==> config.mk <==
export PLATFORM = sky130hd
export DESIGN_NAME = lowest_free_slot_allocator_top
export DESIGN_NICKNAME = d
export VERILOG_FILES = /design/src/design/lfsa_pkg.sv /design/src/design/lfsa_ctrl.sv /design/src/design/lfsa_dp.sv /design/src/design/lowest_free_slot_allocator_top.sv
export SDC_FILE = /design/constraint.sdc
export NUM_CORES = 1
export LEC_CHECK = 0
export BUFFER_PORTS_ARGS = -buffer_cell sky130_fd_sc_hd__buf_2
export CAP_MARGIN = 20
export CELL_PAD_IN_SITES_DETAIL_PLACEMENT = 1
export CELL_PAD_IN_SITES_GLOBAL_PLACEMENT = 1
export CORE_UTILIZATION = 45
export CTS_CLUSTER_SIZE = 20
export DETAILED_ROUTE_END_ITERATION = 8
export PLACE_DENSITY_LB_ADDON = 0.1
export SYNTH_ARGS = -nofsm -noshare
export SYNTH_HDL_FRONTEND = slang
export SYNTH_SLANG_ARGS = --single-unit
==> constraint.sdc <==
create_clock -name clk -period 7.1 [get_ports clk]
set_clock_uncertainty 0.15 [all_clocks]
set_input_delay 0 -clock clk [delete_from_list [all_inputs] [get_ports clk]]
set_output_delay 0 -clock clk [all_outputs]
set_load 0.02 [all_outputs]
==> src/design/lfsa_pkg.sv <==
// Shared types and constants for the lowest free slot allocator.
// No dependencies; used by every module of the block.
package lfsa_pkg;

  localparam int MAX_SLOTS = 256;
  localparam int WORD_W    = 32;
  localparam int NUM_WORDS = MAX_SLOTS / WORD_W;
  localparam int IDX_W     = $clog2(MAX_SLOTS);
  localparam int WSEL_W    = $clog2(NUM_WORDS);
  localparam int BIT_W     = $clog2(WORD_W);
  localparam int SLOT_W    = 9;
  localparam int STATUS_W  = 2;
  localparam int CMP_W     = (SLOT_W > IDX_W + 1) ? SLOT_W : IDX_W + 1;
  localparam logic [SLOT_W-1:0] COUNT_RESET = SLOT_W'(256);

  typedef enum logic [0:0] {
    KIND_RESERVE = 1'b0,
    KIND_RELEASE = 1'b1
  } kind_t;

  typedef enum logic [STATUS_W-1:0] {
    ST_OK          = 2'd0,
    ST_EMPTY       = 2'd1,
    ST_BAD_RELEASE = 2'd2
  } status_t;

  typedef struct packed {
    logic [0:0]        kind;
    logic [SLOT_W-1:0] slot;
  } in_item_t;

  typedef struct packed {
    logic [SLOT_W-1:0]   granted_slot;
    logic [STATUS_W-1:0] status;
  } out_item_t;

  typedef enum logic [1:0] {
    S_IDLE = 2'd0,
    S_FIND = 2'd1,
    S_EXEC = 2'd2
  } state_t;

  typedef struct packed {
    logic load;
    logic find;
    logic commit;
  } dp_cmd_t;

  typedef struct packed {
    logic out_free;
  } dp_status_t;

endpackage

==> src/design/lfsa_ctrl.sv <==
// Controller state machine of the lowest free slot allocator.
// Depends on lfsa_pkg; drives the datapath through dp_cmd_t.
module lfsa_ctrl (
  input  logic                clk,
  input  logic                rst_n,
  input  logic                in_valid,
  output logic                in_stall,
  input  lfsa_pkg::dp_status_t dp_status,
  output lfsa_pkg::dp_cmd_t   dp_cmd
);

  lfsa_pkg::state_t state_r;
  lfsa_pkg::state_t state_nxt;

  always_ff @(posedge clk) begin
    if (!rst_n) begin
      state_r <= lfsa_pkg::S_IDLE;
    end else begin
      state_r <= state_nxt;
    end
  end

  always_comb begin
    state_nxt = state_r;
    case (state_r)
      lfsa_pkg::S_IDLE: begin
        if (in_valid) state_nxt = lfsa_pkg::S_FIND;
      end
      lfsa_pkg::S_FIND: begin
        state_nxt = lfsa_pkg::S_EXEC;
      end
      lfsa_pkg::S_EXEC: begin
        if (dp_status.out_free) state_nxt = lfsa_pkg::S_IDLE;
      end
      default: begin
        state_nxt = lfsa_pkg::S_IDLE;
      end
    endcase
  end

  always_comb begin
    in_stall      = 1'b1;
    dp_cmd.load   = 1'b0;
    dp_cmd.find   = 1'b0;
    dp_cmd.commit = 1'b0;
    case (state_r)
      lfsa_pkg::S_IDLE: begin
        in_stall    = 1'b0;
        dp_cmd.load = in_valid;
      end
      lfsa_pkg::S_FIND: begin
        dp_cmd.find = 1'b1;
      end
      lfsa_pkg::S_EXEC: begin
        dp_cmd.commit = dp_status.out_free;
      end
      default: begin
        in_stall = 1'b1;
      end
    endcase
  end

  a_exec_holds: assert property (@(posedge clk) disable iff (!rst_n)
    (state_r == lfsa_pkg::S_EXEC && !dp_status.out_free) |=> (state_r == lfsa_pkg::S_EXEC))
    else $error("exec state left without a free output register");

endmodule

==> src/design/lfsa_dp.sv <==
// Datapath of the lowest free slot allocator: taken map, full-word summary,
// request and output registers. Depends on lfsa_pkg; driven by lfsa_ctrl.
module lfsa_dp (
  input  logic                     clk,
  input  logic                     rst_n,
  input  lfsa_pkg::in_item_t       in_data,
  input  logic                     cfg_wr_en,
  input  logic [lfsa_pkg::SLOT_W-1:0] cfg_wr_data,
  input  lfsa_pkg::dp_cmd_t        dp_cmd,
  output lfsa_pkg::dp_status_t     dp_status,
  output logic                     out_valid,
  input  logic                     out_stall,
  output lfsa_pkg::out_item_t      out_data
);

  logic [lfsa_pkg::WORD_W-1:0]    map_r [lfsa_pkg::NUM_WORDS];
  logic [lfsa_pkg::NUM_WORDS-1:0] full_r;
  logic [lfsa_pkg::SLOT_W-1:0]    slot_count_r;
  logic [0:0]                     req_kind_r;
  logic [lfsa_pkg::SLOT_W-1:0]    req_slot_r;
  logic [lfsa_pkg::WSEL_W-1:0]    wsel_r;
  logic [lfsa_pkg::WSEL_W-1:0]    wsel_nxt;
  logic                           any_free_r;
  logic                           any_free_nxt;
  logic                           out_valid_r;
  lfsa_pkg::out_item_t            out_r;

  logic [lfsa_pkg::CMP_W-1:0]     count_ext;
  logic [lfsa_pkg::CMP_W-1:0]     count_eff;
  logic [lfsa_pkg::SLOT_W-1:0]    rel_idx9;
  logic [lfsa_pkg::IDX_W-1:0]     rel_idx;
  logic                           rel_in_range;
  logic [lfsa_pkg::WORD_W-1:0]    word;
  logic [lfsa_pkg::BIT_W-1:0]     free_bit;
  logic [lfsa_pkg::IDX_W-1:0]     res_idx;
  logic                           res_ok;
  logic                           rel_ok;
  logic [lfsa_pkg::WORD_W-1:0]    word_nxt;
  lfsa_pkg::out_item_t            result;
  logic                           out_free;
  logic [lfsa_pkg::NUM_WORDS-1:0] full_calc;

  assign count_ext = lfsa_pkg::CMP_W'(slot_count_r);
  assign count_eff = (count_ext > lfsa_pkg::CMP_W'(lfsa_pkg::MAX_SLOTS)) ?
                     lfsa_pkg::CMP_W'(lfsa_pkg::MAX_SLOTS) : count_ext;

  assign rel_idx9     = req_slot_r - lfsa_pkg::SLOT_W'(1);
  assign rel_idx      = rel_idx9[lfsa_pkg::IDX_W-1:0];
  assign rel_in_range = (req_slot_r != '0) &&
                        (lfsa_pkg::CMP_W'(req_slot_r) <= count_eff);

  always_comb begin
    wsel_nxt     = '0;
    any_free_nxt = 1'b0;
    for (int i = lfsa_pkg::NUM_WORDS - 1; i >= 0; i--) begin
      if (!full_r[i]) begin
        wsel_nxt     = lfsa_pkg::WSEL_W'(i);
        any_free_nxt = 1'b1;
      end
    end
    if (req_kind_r == lfsa_pkg::KIND_RELEASE) begin
      wsel_nxt = rel_idx[lfsa_pkg::IDX_W-1:lfsa_pkg::BIT_W];
    end
  end

  assign word = map_r[wsel_r];

  always_comb begin
    free_bit = '0;
    for (int b = lfsa_pkg::WORD_W - 1; b >= 0; b--) begin
      if (!word[b]) free_bit = lfsa_pkg::BIT_W'(b);
    end
  end

  assign res_idx = {wsel_r, free_bit};
  assign res_ok  = any_free_r &&
                   (lfsa_pkg::CMP_W'(res_idx) < count_eff);
  assign rel_ok  = rel_in_range && word[rel_idx[lfsa_pkg::BIT_W-1:0]];

  always_comb begin
    word_nxt = word;
    result.granted_slot = '0;
    result.status       = lfsa_pkg::ST_OK;
    if (req_kind_r == lfsa_pkg::KIND_RESERVE) begin
      if (res_ok) begin
        word_nxt[free_bit]  = 1'b1;
        result.granted_slot = lfsa_pkg::SLOT_W'(res_idx) + lfsa_pkg::SLOT_W'(1);
      end else begin
        result.status = lfsa_pkg::ST_EMPTY;
      end
    end else begin
      if (rel_ok) begin
        word_nxt[rel_idx[lfsa_pkg::BIT_W-1:0]] = 1'b0;
      end else begin
        result.status = lfsa_pkg::ST_BAD_RELEASE;
      end
    end
  end

  assign out_free           = !out_valid_r || !out_stall;
  assign dp_status.out_free = out_free;

  always_ff @(posedge clk) begin
    if (!rst_n) begin
      for (int w = 0; w < lfsa_pkg::NUM_WORDS; w++) begin
        map_r[w] <= '0;
      end
      full_r       <= '0;
      slot_count_r <= lfsa_pkg::COUNT_RESET;
      out_valid_r  <= 1'b0;
    end else begin
      if (cfg_wr_en) slot_count_r <= cfg_wr_data;
      if (dp_cmd.commit) begin
        map_r[wsel_r]  <= word_nxt;
        full_r[wsel_r] <= &word_nxt;
        out_valid_r    <= 1'b1;
      end else if (!out_stall) begin
        out_valid_r <= 1'b0;
      end
    end
  end

  always_ff @(posedge clk) begin
    if (dp_cmd.load) begin
      req_kind_r <= in_data.kind;
      req_slot_r <= in_data.slot;
    end
    if (dp_cmd.find) begin
      wsel_r     <= wsel_nxt;
      any_free_r <= any_free_nxt;
    end
    if (dp_cmd.commit) out_r <= result;
  end

  assign out_valid = out_valid_r;
  assign out_data  = out_r;

  always_comb begin
    for (int w = 0; w < lfsa_pkg::NUM_WORDS; w++) begin
      full_calc[w] = &map_r[w];
    end
  end

  a_summary: assert property (@(posedge clk) disable iff (!rst_n)
    full_r == full_calc)
    else $error("full-word summary out of step with taken map");

  a_commit_free: assert property (@(posedge clk) disable iff (!rst_n)
    dp_cmd.commit |-> out_free)
    else $error("result loaded over a pending transaction");

  a_grant_ok: assert property (@(posedge clk) disable iff (!rst_n)
    (out_valid_r && out_r.granted_slot != '0) |-> (out_r.status == lfsa_pkg::ST_OK))
    else $error("slot granted with a failure status");

  a_grant_taken: assert property (@(posedge clk) disable iff (!rst_n)
    (dp_cmd.commit && req_kind_r == lfsa_pkg::KIND_RESERVE && res_ok)
      |=> map_r[$past(wsel_r)][$past(free_bit)])
    else $error("granted slot not marked taken");

endmodule

==> src/design/lowest_free_slot_allocator_top.sv <==
// Top level of the lowest free slot allocator.
// Depends on lfsa_pkg; instantiates lfsa_ctrl and lfsa_dp.
//
// Usage:
//   Input channel (in_valid, in_stall, in_data): each transaction is a reserve
//   (kind 0) or a release of in_data.slot (kind 1). Result channel (out_valid,
//   out_stall, out_data): exactly one transaction per request, in order, with
//   the granted slot (zero unless a reserve succeeds) and a status: ok, no
//   free slot, or invalid release ignored.
//   cfg_wr_en/cfg_wr_data set the slot count (0..256 in use, larger values
//   saturate to 256); write it only while no request is in flight.
//   Flow: a request is accepted into the request registers, then passes the
//   word-select and word-update steps over the taken map (8 words of 32 bits
//   with a summary of full words); the update loads the result register. A new
//   request is accepted only after the previous one has left its update step.
//   Reset: rst_n low clears the whole taken map at once, sets the count to 256
//   and drops out_valid; the block takes requests in the next cycle.
//   Stall: the result register holds while out_stall is high; one more request
//   may be accepted and waits in its update step until the register frees.
module lowest_free_slot_allocator_top (
  input  logic                        clk,
  input  logic                        rst_n,
  input  logic                        in_valid,
  output logic                        in_stall,
  input  lfsa_pkg::in_item_t          in_data,
  output logic                        out_valid,
  input  logic                        out_stall,
  output lfsa_pkg::out_item_t         out_data,
  input  logic                        cfg_wr_en,
  input  logic [lfsa_pkg::SLOT_W-1:0] cfg_wr_data
);

  lfsa_pkg::dp_cmd_t    dp_cmd;
  lfsa_pkg::dp_status_t dp_status;

  lfsa_ctrl u_ctrl (
    .clk       (clk),
    .rst_n     (rst_n),
    .in_valid  (in_valid),
    .in_stall  (in_stall),
    .dp_status (dp_status),
    .dp_cmd    (dp_cmd)
  );

  lfsa_dp u_dp (
    .clk         (clk),
    .rst_n       (rst_n),
    .in_data     (in_data),
    .cfg_wr_en   (cfg_wr_en),
    .cfg_wr_data (cfg_wr_data),
    .dp_cmd      (dp_cmd),
    .dp_status   (dp_status),
    .out_valid   (out_valid),
    .out_stall   (out_stall),
    .out_data    (out_data)
  );

endmodule

**Word-level counts from Yosys, hierarchy flattened**

Memory sizes are Yosys's and may differ from the RTL's. A register that Yosys moved wholly into a read port is not among the register bits.
Index checks and enable logic that the tools add are counted.

- $add $sub $neg: 2
- Order comparisons: 9
- Eq/ne operators: 5
- Multiplexer cells: 75
- Bitwise logic cells: 4
- Reductions and logical operators: 16

Operators with widths:

| kind | number |
|---|---|
| $mux 5 | 32 |
| $mux 32 | 4 |
| $mux 3 | 11 |
| $and 32x32->32 | 1 |
| $not 32->32 | 1 |
| $or 32x32->32 | 1 |
| $reduce_and 32->1 | 1 |
| $reduce_or 32->1 | 1 |
| $mux 1 | 17 |
| $lt 5x6->1 const B | 2 |
| $demux 1 s5 | 2 |
| $ge 5x1->1 const B | 2 |
| $add 8x1->9 const B | 1 |
| $gt 9x9->1 const B | 1 |
| $le 9x9->1 | 1 |
| $lt 8x9->1 | 1 |
| $mux 9 | 1 |
| $reduce_bool 9->1 | 1 |
| $bwmux 8 | 1 |
| $mux 2 | 4 |
| $sub 8x1->8 const B | 1 |
| $reduce_and 7->1 | 1 |
| $logic_and 1x1->1 | 6 |
| $pmux 2 s3 | 1 |
| other kinds (14) | 16 |

- Flip-flop bits (word level): 45
- Memory bits (writable): 256
- Output and inout port bits: 13
- Word-level logic and storage cells: 122
- Memories: 1

Memory list:

| memory | depth | bits a word | read ports | clocked after memory_dff | wr ports | line | RTL |
|---|---|---|---|---|---|---|---|
| u_dp.map_r | 8 | 32 | 1 | 1 | 8 | lfsa_dp.sv:16 | `logic [lfsa_pkg::WORD_W-1:0] map_r [lfsa_pkg::NUM_WORDS];` |

**Longest topological paths before layout**

Gate-level depths: netlist of the first run.

- Depth after elaboration: 41
- Gate-level depth with buffers: 28
- Depth with buffers taken out: 22

**Cells and area by module**

From an unflattened synthesis of the first run, not the netlist that was laid out.

- Cell total of the unflattened synthesis: 1324
- Area total of the unflattened synthesis: 16199.3 um2

By module, submodules not included:

| module | times used | cells an instance | area an instance (um2) | seq. area each (um2) |
|---|---|---|---|---|
| lfsa_dp | 1 | 1314 | 16096.7 | 8858.5 |
| lfsa_ctrl | 1 | 10 | 102.6 | 40.0 |

**Worst setup path before layout of the first run**

OpenSTA, ideal clock, no wires.

- Path type: flip-flop to flip-flop
- From: register (tool-made name)
- To: register u_dp.full_r[0] (netlist bit)
- Library setup time: 85 ps
- Data arrival time: 5031 ps
- Path slack: 1835 ps
- Cell stages (with the launch flop): 27
- Path buffers: 5
- Path through: dfxtp_1 buf_6 buf_6 buf_6 and2_4 a32o_1 a311o_1 o211ai_1 a21oi_1 o311ai_0 a21oi_1 o21ai_0 nand2_1 or3_1 inv_1 ha_1 nor2b_1 o21ai_0 nand2_1 a311o_1 a21boi_2 buf_6 buf_12 a31oi_4 nor4_2 nand3_2 o31ai_2

RTL lines:

| what | line | RTL |
|---|---|---|
| end signal: indexed assignment | lfsa_dp.sv:115 | `full_r[wsel_r] <= &word_nxt;` |
| end: declaration | lfsa_dp.sv:17 | `logic [lfsa_pkg::NUM_WORDS-1:0] full_r;` |

==> results of run 1 <==
-- routing by layer --
layer | share of wire (%) | up-vias | routed length, µm
li1 | - | 5581 | -
met4 | 3.1 | 0 | 1850
met3 | 6.3 | 98 | 3780
met1 | 43 | 6727 | 26000
met2 | 47 | 490 | 28400
met5 | 0 | - | 0
-- worst max-delay path: stages, from the launching register on --
cell,delay (ns)
dfxtp_4,0.41
inv_2,0.30
buf_4,0.30
nand3_1,0.12
a311o_1,0.37
o211ai_1,0.19
a21oi_1,0.11
o311ai_0,0.37
a21oi_1,0.12
o21ai_0,0.16
buf_4,0.15
nand2_1,0.05
or3_1,0.36
inv_1,0.12
ha_1,0.25
nor2b_1,0.14
o21ai_0,0.21
nand2_1,0.08
a311o_1,0.38
a21boi_4,0.44
buf_4,0.40
a31oi_2,0.35
nor4_4,0.60
nand2_1,0.15
o31ai_2,0.22
-- flip-flops by register name, indices dropped and copies added, names as in the netlist, named ones only --
signal           flops
u_dp.map_r         256
u_dp.out_data       11
u_dp.count_ext       9
u_dp.req_slot_r      9
u_dp.full_r          8
u_dp.wsel_r          3
u_ctrl.state_r       2
u_dp.any_free_r      1
u_dp.out_valid       1
u_dp.req_kind_r      1
-- final cells by class --
type / count / area, µm²
clock buffer: 45 / 966
clock inverter: 20 / 141
fill: 3851 / 17600
inverter: 24 / 90.1
multi-input combinational: 1013 / 7460
sequential: 304 / 8910
tap: 468 / 586
timing repair buffer: 130 / 1040
-- kinds of logic (layout without fill, tap and decap cells) --
family,Yosys count,in the layout,share of synthesized area [%]
compound gates,224,224,10.2
xor+xnor,10,10,0.519
fa+ha+maj,23,23,1.71
buf+inv,117,219,3.60
flops,304,304,52.8
mux,134,134,14.1
simple gates,622,622,17.1
-- report_power, final --
group / switching, mW / internal (mW)
sequential: 0.0581 / 2.02
combinational: 0.528 / 0.276
clock: 0.765 / 1.01
total: 1.35 / 3.31
-- stage by stage --
stage / hold WS (ns) / instance area, µm² / std cells / setup slack (ns) / utilization (%)
floorplan: -0.0511 / 16900 / 1434 / 1.83 / -
global placement: 0.0282 / 17600 / 1895 / 0.564 / 47.9
detailed placement: 0.0289 / 17600 / 1895 / 0.461 / 47.9
CTS: 0.0000875 / 19200 / 2003 / 0.406 / 52.1
global route: 0.0229 / 19200 / 2004 / 0.111 / 52.2
finish: 0.0146 / 19200 / 2004 / 0.491 / 52.2
-- timing repair --
action | CTS | global route
endpoints found under the hold margin | 49 | 0
buffers inserted | 0 | 1
hold buffers | 43 | 0
endpoints found under the setup margin | 0 | 8
-- worst max-delay path by stage --
stage | from | end | slack (ns) | depth (start not counted)
4_1_cts | flop | u_dp.full_r[2] | 0.41 | 24
5_1_grt | flop | u_dp.full_r[2] | 0.11 | 24
3_3_place_gp | flop | u_dp.full_r[2] | 0.56 | 23
3_5_place_dp | flop | u_dp.full_r[2] | 0.46 | 23
2_1_floorplan | flop | u_dp.full_r[0] | 1.83 | 26
6_report | flop | u_dp.full_r[2] | 0.49 | 24
-- cell usage after synthesis, types with 7 or more instances --
| cell type | count |
|---|---|
| a31oi_1 | 26 |
| o211ai_1 | 14 |
| o31ai_2 | 8 |
| buf_6 | 11 |
| a32oi_1 | 7 |
| clkbuf_1 | 43 |
| nor2_1 | 311 |
| a21oi_1 | 40 |
| dfxtp_1 | 23 |
| nor2b_1 | 24 |
| mux2_2 | 10 |
| inv_1 | 20 |
| ha_1 | 23 |
| mux2i_1 | 41 |
| mux4_2 | 80 |
| buf_1 | 9 |
| buf_2 | 16 |
| nand3b_1 | 19 |
| nand2b_1 | 20 |
| or2_2 | 8 |
| nand3_1 | 66 |
| nand2_1 | 94 |
| nor3_1 | 11 |
| and2_1 | 16 |
| nand4_1 | 12 |
| edfxtp_1 | 281 |
| a31oi_2 | 10 |
| buf_4 | 13 |
| and3_1 | 12 |
| o21ai_0 | 27 |
==> results list, run 1 <==
- The flow ran to the end, and the final reports show no timing, DRC or antenna violations.
- Once the floorplan was initialized, standard cells occupied 45.8% of the core.
- In this run the static leakage power is 6.78 nW.
- Min-Delay Startpoint: in_data[9]
- The min-delay analysis places its worst path in the category input port to flop.
- Cell Rows: 70
- Entering global routing, the biggest net connects 61 pins.
- Max-slew violation count: 0
- Number of iterations in the first detailed-routing pass: 5
- In this run the critical register-to-register path is captured at u_dp.full_r[2].
* Crit Path Class: flop to flop
- Number of enable flip-flop cells after synthesis: 281
- Via count: 12896
- Cell Area, Synth: 16900 µm²
- Worst-case reg-to-reg path depth: 24
* Detailed Place HPWL: 40700 µm
- Static timing analysis puts the maximum clock frequency at 0.151 GHz.
- Largest cells by area after synthesis: edfxtp_1 (50%), mux4_2 (11%), nor2_1 (6.9%), dfxtp_1 (2.7%), mux2i_1 (2.4%)
- Kind of end point of the critical path: flop
* Number of levels the H-tree was split into: 2
- Across all register-to-register paths, the minimum setup slack is 0.49 ns.
- Sequential fraction of the synthesis area: 52.8%
- Worst slew slack as a fraction of its limit: 23.1%
- Vias per Instance: 6.44
- Post-route setup TNS: 0 ns
- Clock transition at the registers of the reported paths: 0.07 ns
- Area share of the largest cell type after synthesis: 50.0%
- Clock tree synthesis selected as its root buffer the cell clkbuf_16.
* Max-cap violations: 0
- The final count of hold timing violations came to 0.
- Met3 routing resource usage after global routing: 4.65%
- Pwr Total: 4.66 mW
- Total nets after synthesis: 1481
* Via count of the first global-routing pass: 13283
- Count of unique library cells instantiated by Yosys: 92
- Worst ir drop on vdd: 0.000279 V
* PostCTS Resize Cnt: 0
- Insertion delay to the later sink of the worst-skew pair: 0.56 ns
- At the worst endpoint, the arrival time is 6.93 ns.
* Share of the clock period used by the worst path: 93.1%
- Total I/O pin count: 37
- The worst path in the final design needs a cycle of 6.61 ns, including I/O delays and setup.
- The floorplan step set the die height to 196 µm.
- In this run the deepest clock path goes through 3 buffers.
- The first global-routing pass estimated 88800 µm of wire.
- Flops & latches, synth: 304
- In this run the tool buffered the top-level ports with 36 buffer cells.
- The library cell used most frequently in the layout, excluding fill and tap cells, is nor2_1.
* Std-Cell Core Area: 36800 µm²
- Library cell occupying the most area in the post-synthesis netlist: edfxtp_1
* Area enclosed by the die boundary: 38300 µm²
* WL final: 60100 µm
- The first routing iteration left 1229 violations.
* Global routing usage on met1: 44.5%
* Transition at the pin with the smallest max-transition slack: 1.15 ns
- Remaining number of nets flagged by the antenna check after routing: 0
- Yosys printed 0 warnings.
* DR DRC count: 0
- In the global route stage, met2 resource usage came out at 51.4%.
- Synthesized netlist cell count: 1434
- The path with the worst hold slack has its endpoint at u_dp.req_kind_r.
* Total inserted antenna cells: 0
- X dimension of the die: 196 µm
- Share of async-settable or async-resettable flops after synthesis: 0%
- Among all flip-flop cells after synthesis, the most frequent one is edfxtp_1.
- Routed wirelength normalized by instance count: 30.0 µm
- Critical-path maximum fanout: 17
- P&R area growth vs syn: 13.8%
* Power density over cell area: 243 nW/µm²
- The initial antenna violation count is 0.
* Clock tree from TritonCTS: done
- Proportion of layout cells with a drive suffix above 1: 18.8%
* Most utilized layer in the global route result: met2
* Required time of the worst setup path: 7.42 ns
- Setup violations remaining at the end of the flow were counted as 0.
- Number of sinks driven by the clock tree: 304
- Mean Syn Cell Area: 11.8 µm²
- Setup repair after global routing left no endpoint under its margin.
* GP Congestion: 1.04
- The top cell types in the final layout, fill and taps aside, are nor2_1 (311), edfxtp_1 (281), nand2_1 (94).
* Type of origin of the critical path: flop
- Number of buffers created by CTS: 36
- Count of cells along the worst hold path: 2
- Count of nets after finishing: 1556
- Global routing finished with a remaining overflow of 0.
- Across every metal layer, demand over resource in global routing totals 32.0%.
Note: power is estimated with default switching activity, not from simulation.
==> inputs of run 2 (changes only) <==
--- a/config.mk
+++ b/config.mk
@@ -5,14 +5,14 @@
 export SDC_FILE = /design/constraint.sdc
 export NUM_CORES = 1
 export LEC_CHECK = 0
-export BUFFER_PORTS_ARGS = -buffer_cell sky130_fd_sc_hd__buf_2
+export BUFFER_PORTS_ARGS = -buffer_cell sky130_fd_sc_hd__clkbuf_2
 export CAP_MARGIN = 20
 export CELL_PAD_IN_SITES_DETAIL_PLACEMENT = 1
 export CELL_PAD_IN_SITES_GLOBAL_PLACEMENT = 1
 export CORE_UTILIZATION = 45
 export CTS_CLUSTER_SIZE = 20
 export DETAILED_ROUTE_END_ITERATION = 8
-export PLACE_DENSITY_LB_ADDON = 0.1
+export PLACE_DENSITY = 0.67
 export SYNTH_ARGS = -nofsm -noshare
 export SYNTH_HDL_FRONTEND = slang
 export SYNTH_SLANG_ARGS = --single-unit
==> run 2 against run 1 <==
  * Worst setup slack better by 0.24 ns
  * Final area is 0.44% higher
  * Critical path depth stayed put
  * Routed wire length is 1.1% higher
  * First-iteration DRC count is 1.6% higher
  * Critical path type unchanged
  * Critical endpoint is now u_dp.full_r[6]
==> results list, run 2 (synthesis results as in run 1) <==
- Result of the run: finished clean
- Leaving out fill and tap cells, the most frequent cell in the layout is nor2_1.
- Slowest cell on crit path: nor4_4
- P&R area growth vs syn: 14.3%
- The register with the most flip-flops in the layout has 256 of them.
- The worst hold path passes through 2 cells.
* Clock transition at the registers of the reported paths: 0.06 ns
* Fillers: 3839
- The H-tree was split into 2 levels.
- GRT Util Overall: 32.4%
- X dimension of the die: 196 µm
* Number of DRC markers in iteration 0: 1249
* Crit-path cells: buf_12, mux4_2, mux2i_1, nand2b_1, a21oi_1, o311ai_0, a21oi_1, o21ai_0, buf_4, nand2_1, or3_1, inv_1, ha_1, nor2b_1, o21ai_0, nand2_1, a311o_1, a21boi_4, buf_12, buf_4, a31oi_2, nor4_4, nand2b_1, o31ai_2
- Counting I/O delays and the setup requirement, the final critical path takes 6.37 ns.
- Summing all multi-input logic gate instances after layout gives 7460 µm².
- Std-Cell Core Area: 36800 µm²
- The count of pins over their slew limit is 0.
- STA classifies the critical path endpoint as a flop.
- Hold timing on the final database bottoms out at a slack of 0.0114 ns.
* Total inserted antenna cells: 0
* Critical-path maximum fanout: 79
- In this design, the stage delay of the slowest critical-path cell is 0.59 ns.
- The die covers 38300 µm².
- Pin count of the biggest net entering global routing: 80
- Worst ir drop on vdd: 0.000214 V
- RSZ-0062 raised after global routing: no
- GP Congestion: 1.04
* Initial antenna violation count: 1
* Effective utilization at floorplan: 45.8%
- Number of hold-slack violations in the final timing report: 0
- For the worst setup path, the data required time is 7.43 ns.
* Final global-route overflow total: 0
- Worst slew slack as a fraction of its limit: 20.5%
- Die span in y: 196 µm
* Cell Rows: 70
- Post-route setup TNS: 0 ns
- Master cell of the clock root buffer: clkbuf_16
- The final layout contains 1569 nets.
- Arrival @ worst endpoint: 6.70 ns
- Max-cap violations: 0
- Routed wirelength normalized by instance count: 30.1 µm
- Final setup fails: 0
* WL final: 60700 µm
* Worst Path Buf+Inv: 5
* Crit Path Class: flop to flop
- In the routed design, unresolved DRC markers number 0.
- Total I/O pin count: 37
- The detailed router placed 13110 vias in this run.
- Highest-count cells in the layout ignoring fill and taps: nor2_1 (311), edfxtp_1 (281), nand2_1 (94)
* Clock tree from TritonCTS: done
- Number of sinks driven by the clock tree: 304
- In this run, post-CTS repair resized a total of 0 instances.
- Power density over cell area: 244 nW/µm²
* Total area of sequential cells: 8910 µm²
- The worst setup path is launched from a flop.
* Leakage power total: 6.83 nW
* Transition at the pin with the smallest max-transition slack: 1.19 ns
* Proportion of layout cells with a drive suffix above 1: 19.6%
- Min-delay worst type: input port to flop
* Number of gates on the worst path with buffers counted: 24
* Global-route wire length before repair: 89600 µm
- Worst-case reg-to-reg path depth: 24
- In this design, the largest share of critical-path delay is due to compound AO/OA/AOI/OAI gates.
- Remaining number of nets flagged by the antenna check after routing: 0
* Highest attainable clock frequency: 0.157 GHz
- At the later pin of the worst-skew pair, clock insertion delay measures 0.57 ns.
- Number of iterations in the first detailed-routing pass: 5
- Share of the clock period used by the worst path: 89.7%
- The register with the most flip-flops in the final layout is u_dp.map_r.
* Number of buffers created by CTS: 35
- Via count of the first global-routing pass: 13433
- Longest Clk Path Bufs: 3
* Detailed Place HPWL: 40300 µm
- Port Buffer Count: 36
- In the routed layout, each cell is associated on average with a via count of 6.51.
run 2: cell types whose count changed in the layout (fill, tap and decap cells not counted), sizes merged:
cell / change
clkbuf: +36
buf: -18
clkinv: -7
dlygate4sd3: -4
bufinv: +2
inv: +1
run 2: worst reg2reg max path: cells and delay by family, from the launching register on:
family | cells | cell delay, ns
compound gates | 9 | 2.08
simple gates | 7 | 1.51
buf+inv | 5 | 0.99
mux | 2 | 0.81
flops | 1 | 0.49
fa+ha+maj | 1 | 0.26
run 2: what timing repair did:
| action | CTS | global route |
|---|---|---|
| setup buffers | 0 | 8 |
| hold buffers | 39 | 0 |
| endpoints found under the setup margin | 0 | 7 |
| hold endpoints to repair | 43 | 0 |
run 2: area by class of cell:
class	count	area share [%]
Clock inverter	16	0.915
Timing Repair Buffer	144	5.84
Sequential cell	304	46.2
Clock buffer	45	4.84
Tap cell	468	3.04
Multi-Input combinational cell	1013	38.7
Inverter	24	0.467
run 2: path summary, 6_finish.rpt:
path / startpoint / to / slack (ns)
worst max register to register: flop / u_dp.full_r[6] / 0.73
worst max-delay path: flop / u_dp.full_r[6] / 0.73
worst min-delay path: in_data[4] / u_dp.req_slot_r[4] / 0.01
worst min register to register: u_dp.out_valid / u_dp.out_valid / 0.37
run 2: power by group:
part | internal [mW] | switching [mW] | total [mW]
registers | 2.02 | 0.0611 | 2.08
clock network | 1.04 | 0.752 | 1.80
logic | 0.287 | 0.529 | 0.816
run 2: per-layer routing:
layer	vias up	part of all wire, %	global-route usage (%)
li1	5607	-	-
met1	6812	41	43.2
met2	575	48	53.0
met3	114	7.2	5.22
met4	2	3.4	12.7
met5	-	0.021	0
run 2: stage by stage:
stage | std cells | util (%) | setup slack [ns] | power, mW | cell area, µm²
after floorplan | 1434 | - | 1.83 | 2.59 | 16900
after global placement | 1906 | 48.1 | 0.408 | 2.88 | 17700
after detailed placement | 1906 | 48.1 | 0.405 | 2.89 | 17700
after CTS | 2006 | 52.2 | 0.366 | 4.70 | 19200
after global routing | 2014 | 52.4 | 0.379 | 4.82 | 19300
final | 2014 | 52.4 | 0.730 | 4.70 | 19300
